$ cat src/rtl/core/chassis_velocity_mixer_macros.svh
// assertion macros shared by the chassis velocity mixer rtl
// expects clk and rst_n in the scope of every use
`ifndef CHASSIS_VELOCITY_MIXER_MACROS_SVH
`define CHASSIS_VELOCITY_MIXER_MACROS_SVH

`ifndef SYNTHESIS
`define CVM_ASSERT_IMPL(name, ante, cons) \
    name: assert property (@(posedge clk) disable iff (!rst_n) (ante) |-> (cons)) \
        else $error("chassis velocity mixer check failed");
`define CVM_ASSERT_NEXT(name, ante, cons) \
    name: assert property (@(posedge clk) disable iff (!rst_n) (ante) |=> (cons)) \
        else $error("chassis velocity mixer check failed");
`else
`define CVM_ASSERT_IMPL(name, ante, cons)
`define CVM_ASSERT_NEXT(name, ante, cons)
`endif

`endif

$ cat src/rtl/core/cvm_pkg.sv
// types, constants and the sine table generator of the chassis velocity mixer
// no dependencies
package cvm_pkg;

    localparam int NSTAGE         = 10;
    localparam int FULL_CIRCLE    = 36000;
    localparam int QUARTER_CIRCLE = 9000;
    localparam int IN_W           = 104;
    localparam int OUT_W          = 96;

    localparam logic [63:0] TWO_PI_Q28 = 64'd1686629713;
    localparam logic [15:0] SCALE_ONE  = 16'h8000;

    localparam logic [1:0] CFG_WHEEL_GAIN        = 2'd0;
    localparam logic [1:0] CFG_CAP_MIN_VOLTAGE   = 2'd1;
    localparam logic [1:0] CFG_BUFFER_FULL_LEVEL = 2'd2;

    typedef logic [NSTAGE-1:0]  stage_en_t;
    typedef logic signed [16:0] trig_t;
    typedef logic signed [17:0] ref_t;

    // q15 sine of a q32 phase, taylor series in q30, evaluated at elaboration
    function automatic trig_t sine_from_phase(input logic [63:0] phase);
        logic [63:0]        p;
        logic [63:0]        x;
        logic [63:0]        t;
        logic signed [63:0] sum;
        logic signed [63:0] r;
        logic               neg;
        p   = phase;
        neg = 1'b0;
        if (p >= 64'h8000_0000)
        begin
            neg = 1'b1;
            p   = p - 64'h8000_0000;
        end
        if (p > 64'h4000_0000)
            p = 64'h8000_0000 - p;
        x   = (p * TWO_PI_Q28) >> 30;
        sum = $signed(x);
        t   = x;
        for (int k = 1; k <= 8; k++)
        begin
            t = (t * x) >> 30;
            t = (t * x) >> 30;
            t = t / 64'((2 * k) * (2 * k + 1));
            if (k[0])
                sum = sum - $signed(t);
            else
                sum = sum + $signed(t);
        end
        r = (sum >= 0) ? ((sum + 64'sd16384) >>> 15) : 64'sd0;
        if (r > 64'sd32768)
            r = 64'sd32768;
        return neg ? trig_t'(-r) : trig_t'(r);
    endfunction

endpackage

$ cat src/rtl/core/cvm_scale_div.sv
// capacitor decision and pipelined q15 power scale divider
// depends on cvm_pkg; occupies pipeline stages one to five
module cvm_scale_div (
    input  logic               clk,
    input  cvm_pkg::stage_en_t stage_en,
    input  logic               cap_request,
    input  logic [15:0]        cap_voltage,
    input  logic [15:0]        stored_energy,
    input  logic [15:0]        cap_min_voltage,
    input  logic [7:0]         buffer_full_level,
    output logic [15:0]        power_scale,
    output logic               cap_active
);

    // {remainder, quotient}
    typedef logic [22:0] div_acc_t;

    function automatic div_acc_t div_step(input div_acc_t acc, input logic [7:0] divisor);
        logic [8:0]  shifted;
        logic [7:0]  rem;
        logic [14:0] quo;
        shifted = {acc[22:15], 1'b0};
        quo     = {acc[13:0], 1'b0};
        if (shifted >= {1'b0, divisor})
        begin
            rem    = 8'(shifted - {1'b0, divisor});
            quo[0] = 1'b1;
        end
        else
        begin
            rem = shifted[7:0];
        end
        return {rem, quo};
    endfunction

    div_acc_t    acc_reg  [4];
    logic        full_reg [4];
    logic        cap_reg  [4];
    div_acc_t    acc_next [4];
    logic        cap_next;
    logic [15:0] scale_reg;
    logic        cap_out_reg;

    // remainder starts as the energy itself, valid whenever no full scale applies
    always_comb
    begin
        cap_next = cap_request && (cap_voltage > cap_min_voltage);
        for (int j = 1; j < 4; j++)
        begin
            acc_next[j] = acc_reg[j-1];
            for (int s = 0; s < 4; s++)
                acc_next[j] = div_step(acc_next[j], buffer_full_level);
        end
        acc_next[0] = acc_reg[3];
        for (int s = 0; s < 3; s++)
            acc_next[0] = div_step(acc_next[0], buffer_full_level);
    end

    always_ff @(posedge clk)
    begin
        if (stage_en[0])
        begin
            acc_reg[0]  <= {stored_energy[7:0], 15'd0};
            cap_reg[0]  <= cap_next;
            full_reg[0] <= cap_next || (stored_energy >= {8'd0, buffer_full_level});
        end
        for (int j = 1; j < 4; j++)
        begin
            if (stage_en[j])
            begin
                acc_reg[j]  <= acc_next[j];
                cap_reg[j]  <= cap_reg[j-1];
                full_reg[j] <= full_reg[j-1];
            end
        end
        if (stage_en[4])
        begin
            scale_reg   <= full_reg[3] ? cvm_pkg::SCALE_ONE : {1'b0, acc_next[0][14:0]};
            cap_out_reg <= cap_reg[3];
        end
    end

    assign power_scale = scale_reg;
    assign cap_active  = cap_out_reg;

endmodule

$ cat config.mk
export PLATFORM = sky130hd
export DESIGN_NAME = cvm_scale_div
export DESIGN_NICKNAME = d
export VERILOG_FILES = /design/src/rtl/core/chassis_velocity_mixer_macros.svh /design/src/rtl/core/cvm_pkg.sv /design/src/rtl/core/cvm_scale_div.sv
export SDC_FILE = /design/constraint.sdc
export NUM_CORES = 1
export LEC_CHECK = 0
export BUFFER_PORTS_ARGS = -buffer_cell sky130_fd_sc_hd__buf_4
export CAP_MARGIN = 0
export CORE_AREA = 2 2 188 144
export DETAILED_ROUTE_END_ITERATION = 7
export DIE_AREA = 0 0 190 146
export GPL_TIMING_DRIVEN = 0
export PLACE_DENSITY = 0.49
export SYNTH_ARGS = -nofsm -noshare
export SYNTH_HDL_FRONTEND = slang
export SYNTH_SLANG_ARGS = --single-unit
$ cat constraint.sdc
create_clock -name clk -period 8.9 [get_ports clk]
set_clock_uncertainty 0.15 [all_clocks]
set_input_delay 0.89 -clock clk [delete_from_list [all_inputs] [get_ports clk]]
set_output_delay 0.89 -clock clk [all_outputs]
set_load 0.03 [all_outputs]
======== Yosys cells after proc, flatten, opt, wreduce, memory -nomap -nowiden ========
Memories as Yosys holds them, arrays and structs flattened. A register that Yosys moved wholly into a read port is not among the register bits.
Index checks and enable logic that the tools add are counted.
operators by class
  equality and inequality tests ........... 0
  add/sub/neg operators ................... 14
  reductions and logical operators ........ 2
  shift-type cells ........................ 0
  mux-type cells .......................... 38
  multipliers ............................. 0
  order comparisons ....................... 17
  div/mod/pow operators ................... 0
  bitwise logic cells ..................... 0
operators by type and width
  operator             number
  $ge A9 B8 Y1         15
  $mux W8              14
  $sub A8 B8 Y8        14
  $mux W1              23
  $ge A16 B8 Y1        1
  $gt A16 B16 Y1       1
  $mux W16             1
  $logic_and A1 B1 Y1  1
  $logic_or A1 B1 Y1   1
word-level totals
  bits in latches ......................... 0
  bits in registers ....................... 16
  memories kept ........................... 3
  ROM bits ................................ 0
  RAM bits ................................ 100
  input bits .............................. 68
memories
  name      depth  width  rd ports  clocked after memory_dff  wr ports  line                 RTL
  acc_reg   4      23     4         0                         4         cvm_scale_div.sv:36  div_acc_t acc_reg [4];
  cap_reg   4      1      4         1                         4         cvm_scale_div.sv:38  logic cap_reg [4];
  full_reg  4      1      4         0                         4         cvm_scale_div.sv:37  logic full_reg [4];

======== Depth between registers and ports, before layout ========
  word-level depth ........................ 8
  mapped depth ............................ 37

======== Worst setup path before layout ========
No wires, ideal clock.
  path type ............................... input to register
  start ................................... input port buffer_full_level[1]
  end ..................................... memory acc_reg[3][18] (netlist bit) (data pin)
  required time ........................... 8.488 ns
  setup time .............................. 0.262 ns
  path slack .............................. -0.047 ns
  stages on the path ...................... 34
  path buffers ............................ 2
  data arrival time ....................... 8.535 ns
  cell sequence ........................... inv_1 -> ha_1 -> nor2b_1 -> o31a_1 -> o311ai_4 -> and2_1 -> buf_4 -> mux2_2 -> ha_1 -> o21a_1 -> o31a_1 -> o21ai_0 -> a211oi_1 -> nor3_2 -> mux2_2 -> ha_1 -> o21a_1 -> o31ai_1 -> a21oi_1 -> o311a_1 -> nor3_1 -> o31ai_4 -> buf_4 -> and2_1 -> ha_1 -> nor2b_1 -> o21ai_0 -> a21boi_0 -> o21a_1 -> o22ai_1 -> a21oi_1 -> a21oi_1 -> nand2_2 -> mux2_1
RTL lines
  item                line                 RTL
  start: declaration  cvm_scale_div.sv:10  input logic [7:0] buffer_full_level,
  end: declaration    cvm_scale_div.sv:36

==> flow_metrics.env <==
export IMPL_global_route_wire_length_before_repair_um=40050
export IMPL_gr_usage_met1=0.2880
export IMPL_syn_inst=951
export IMPL_crit_path_end_kind="register"
export IMPL_vias=7493
export IMPL_tritoncts_clock_tree="built"
export IMPL_path_class="input port to register"
export IMPL_reg2reg_setup_slack_ns=0.81
export IMPL_synthTopCellsByArea="edfxtp_1 27%, ha_1 19%, mux2_2 6.3%"
export IMPL_remaining_drc_errors=0
export IMPL_worstSkewPairLatency_ns=0.35
export IMPL_most_common_layout_cells="131 x ha_1, 115 x buf_4, 81 x edfxtp_1"
export IMPL_finalMaxSlewViolations=0
export IMPL_dieArea_um2=27740
export IMPL_required_ns=8.86
export IMPL_number_of_antenna_violations_at_the_first_check_in_global_routing=0
export IMPL_flops_latches_synth=81
export IMPL_rows=51
export IMPL_report_final_setup_viol=0
export IMPL_crit_arrival_ns=8.43
export IMPL_timing_final_hold_violations=0
export IMPL_final_min_clock_period_ns=8.478
export IMPL_crit_path_start="buffer_full_level[1]"
export IMPL_gr_max_usage_layer="met1"
export IMPL_detailedPlacementHpwl_um=18410
export IMPL_maximum_number_of_pins_on_one_net_before_global_route_repair=23
export IMPL_route_antenna_remaining_nets=0
export IMPL_grt_pass1_vias=7123
export IMPL_r2r_start="acc_reg[2][20]"
export IMPL_final_common_cell="ha_1"
export IMPL_detail_route_iter0_violations=478
export IMPL_r2r_cells=33
export IMPL_fp_dieW_um=190
export IMPL_global_route_usage_met3=0.02653
export IMPL_gr_total_overflow=0
export IMPL_design_core_area_um2=25720
export IMPL_synth_net_count=1156
export IMPL_critical_path_max_stage_delay_ns=0.36
export IMPL_met2_usage=0.2734
export IMPL_holdBufCountCts=0
export IMPL_detail_route_wl_per_cell_um=17.86
export IMPL_routed_via_density=5.266
export IMPL_wl_um=25410
export IMPL_netlist_cell_type_count=74
export IMPL_synth_async_reset_ratio=0
export IMPL_cap_viol_max_count=0
export IMPL_max_clock_path_buffers=2
export IMPL_fmax_mhz=117.9
export IMPL_synth_top_area_share=0.2730
export IMPL_max_slew_margin_rel=0.2479
export IMPL_timing_hold_worst_class="register to register"
export IMPL_tightest_slew_ns=1.124
export IMPL_yosysSeqAreaShare=0.2730
export IMPL_port_buffers=79
export IMPL_worst_setup_hold_path_clk_slew_ns=0.07
export IMPL_cpMostUsedCell="ha_1"
export IMPL_worstReg2RegEnd="acc_reg[3][19]"
export IMPL_postSynth_topFlopCell="edfxtp_1"
export IMPL_synthDominantAreaCellType="edfxtp_1"
export IMPL_cp_slowest_cell="mux2_2"
export IMPL_grt_util_all_layers=0.1868
export IMPL_hold_worst_slack_ns=0.2663
export IMPL_final_core_utilization=0.4184
export IMPL_timing_critical_path_to="acc_reg[3][19]"
export IMPL_number_of_enable_flip_flop_cells_after_synthesis=81
export IMPL_cts_root_buf="clkbuf_16"
export IMPL_layout_cells_sized_above_1=0.2419
export IMPL_synth_yosys_warnings=0
export IMPL_max_reg_flops=56
export IMPL_critPathLaunchType="input port"
export IMPL_die_height_um=146
export IMPL_layout_worst_path_cycle_share=0.9526
export IMPL_routability_driven_placement_congestion_ratio=0.8051
export IMPL_syn_area_um2=8909
export IMPL_initial_utilization=0.3464
export IMPL_diodes=0
export IMPL_final_instance_count_excl_fill=1423
export IMPL_run_status="completed"
export IMPL_nNetsFinal=1279
export IMPL_htree_num_levels=3
export IMPL_detail_route_first_pass_iterations=4
export IMPL_tritoncts_num_sinks=81
export IMPL_placed_cells_incl_taps=1374
export IMPL_ios=85
export IMPL_synthToLayoutAreaGrowth_pct=20.79
export IMPL_critPathMaxFanout=10
export IMPL_syn_mean_instance_area_um2=9.368
export IMPL_numCtsBuffers=9
[worst max-delay path, delay by kind of cell]
kind                     cells  cell delay (ns)
multiplexers                 3             0.95
buffers and inverters        4             0.69
AND/OR/NAND/NOR              7             1.34
AO/OA/AOI/OAI               18             3.22
adder cells (fa/ha/maj)      4             1.33
[worst min-delay path by stage]
stage	start	end	cells past startpoint
after global routing	acc_reg[1][0]	acc_reg[2][4]	0
after floorplan	acc_reg[1][0]	acc_reg[2][4]	0
after CTS	acc_reg[2][2]	acc_reg[3][6]	0
after global placement	acc_reg[2][5]	acc_reg[3][9]	0
after detailed placement	acc_reg[2][2]	acc_reg[3][6]	0
final	acc_reg[2][2]	acc_reg[3][6]	0
[per-layer routing]
metal	vias to the layer above	routed length (um)
li1	3830	-
met1	3530	13790
met2	120	10560
met3	13	784
met4	0	275
met5	-	0
[per-stage QoR]
stage	TNS [ns]	area (um^2)	setup WS, ns
after floorplan	0	8912	0.04299
after global placement	-39.86	9936	-2.006
after detailed placement	-37.81	9936	-1.855
after CTS	0	10590	0.002246
after global routing	-0.005939	10760	-0.002188
final	0	10760	0.4217
[layout make-up]
cell class              count  area (um^2)
fillers                  2549        14960
multi-input cells         797         6375
flip-flops and latches     81         2432
repair buffers            113        885.9
well taps                 344        430.4
inverters                  56        244.0
clock buffers              10        229.0
plain buffers              15        90.09
clock inverters             6        68.82
repair inverters            1        5.005
[repair_timing]
item / in CTS / in global routing
endpoints found under the setup margin: 27 / 27
setup buffers: 27 / 7
pin swaps: 4 / 12
resized for setup: 30 / 34
gates cloned: 1 / 0
[Yosys cell counts, types with 6 or more instances]
cell type	instances
edfxtp_1	81
o21a_1	36
nand2_1	38
a21boi_0	6
nor2b_1	40
mux2_2	50
a211oi_1	9
o211ai_1	8
a21o_1	19
or2_2	13
and3_1	8
clkbuf_1	10
nand2b_1	23
and2_1	8
o31ai_1	8
xnor2_1	33
inv_1	53
a21oi_1	69
nand4_1	8
o21ai_0	52
nand3_1	17
nor2_1	77
xor2_1	19
ha_1	133
nor3_1	31
[kinds of logic (layout without fill, tap and decap cells)]
family	Yosys count	after routing	share of synthesized area
mux	60	60	0.07739
simple gates	281	281	0.1603
buf+inv	73	201	0.03244
flops	81	81	0.2730
xor+xnor	52	52	0.05112
compound gates	267	267	0.2100
fa+ha+maj	137	137	0.1958
Power is left out: the tool's default activity adds up to more than one toggle a clock period on the data nets, which glitch-free logic cannot reach.
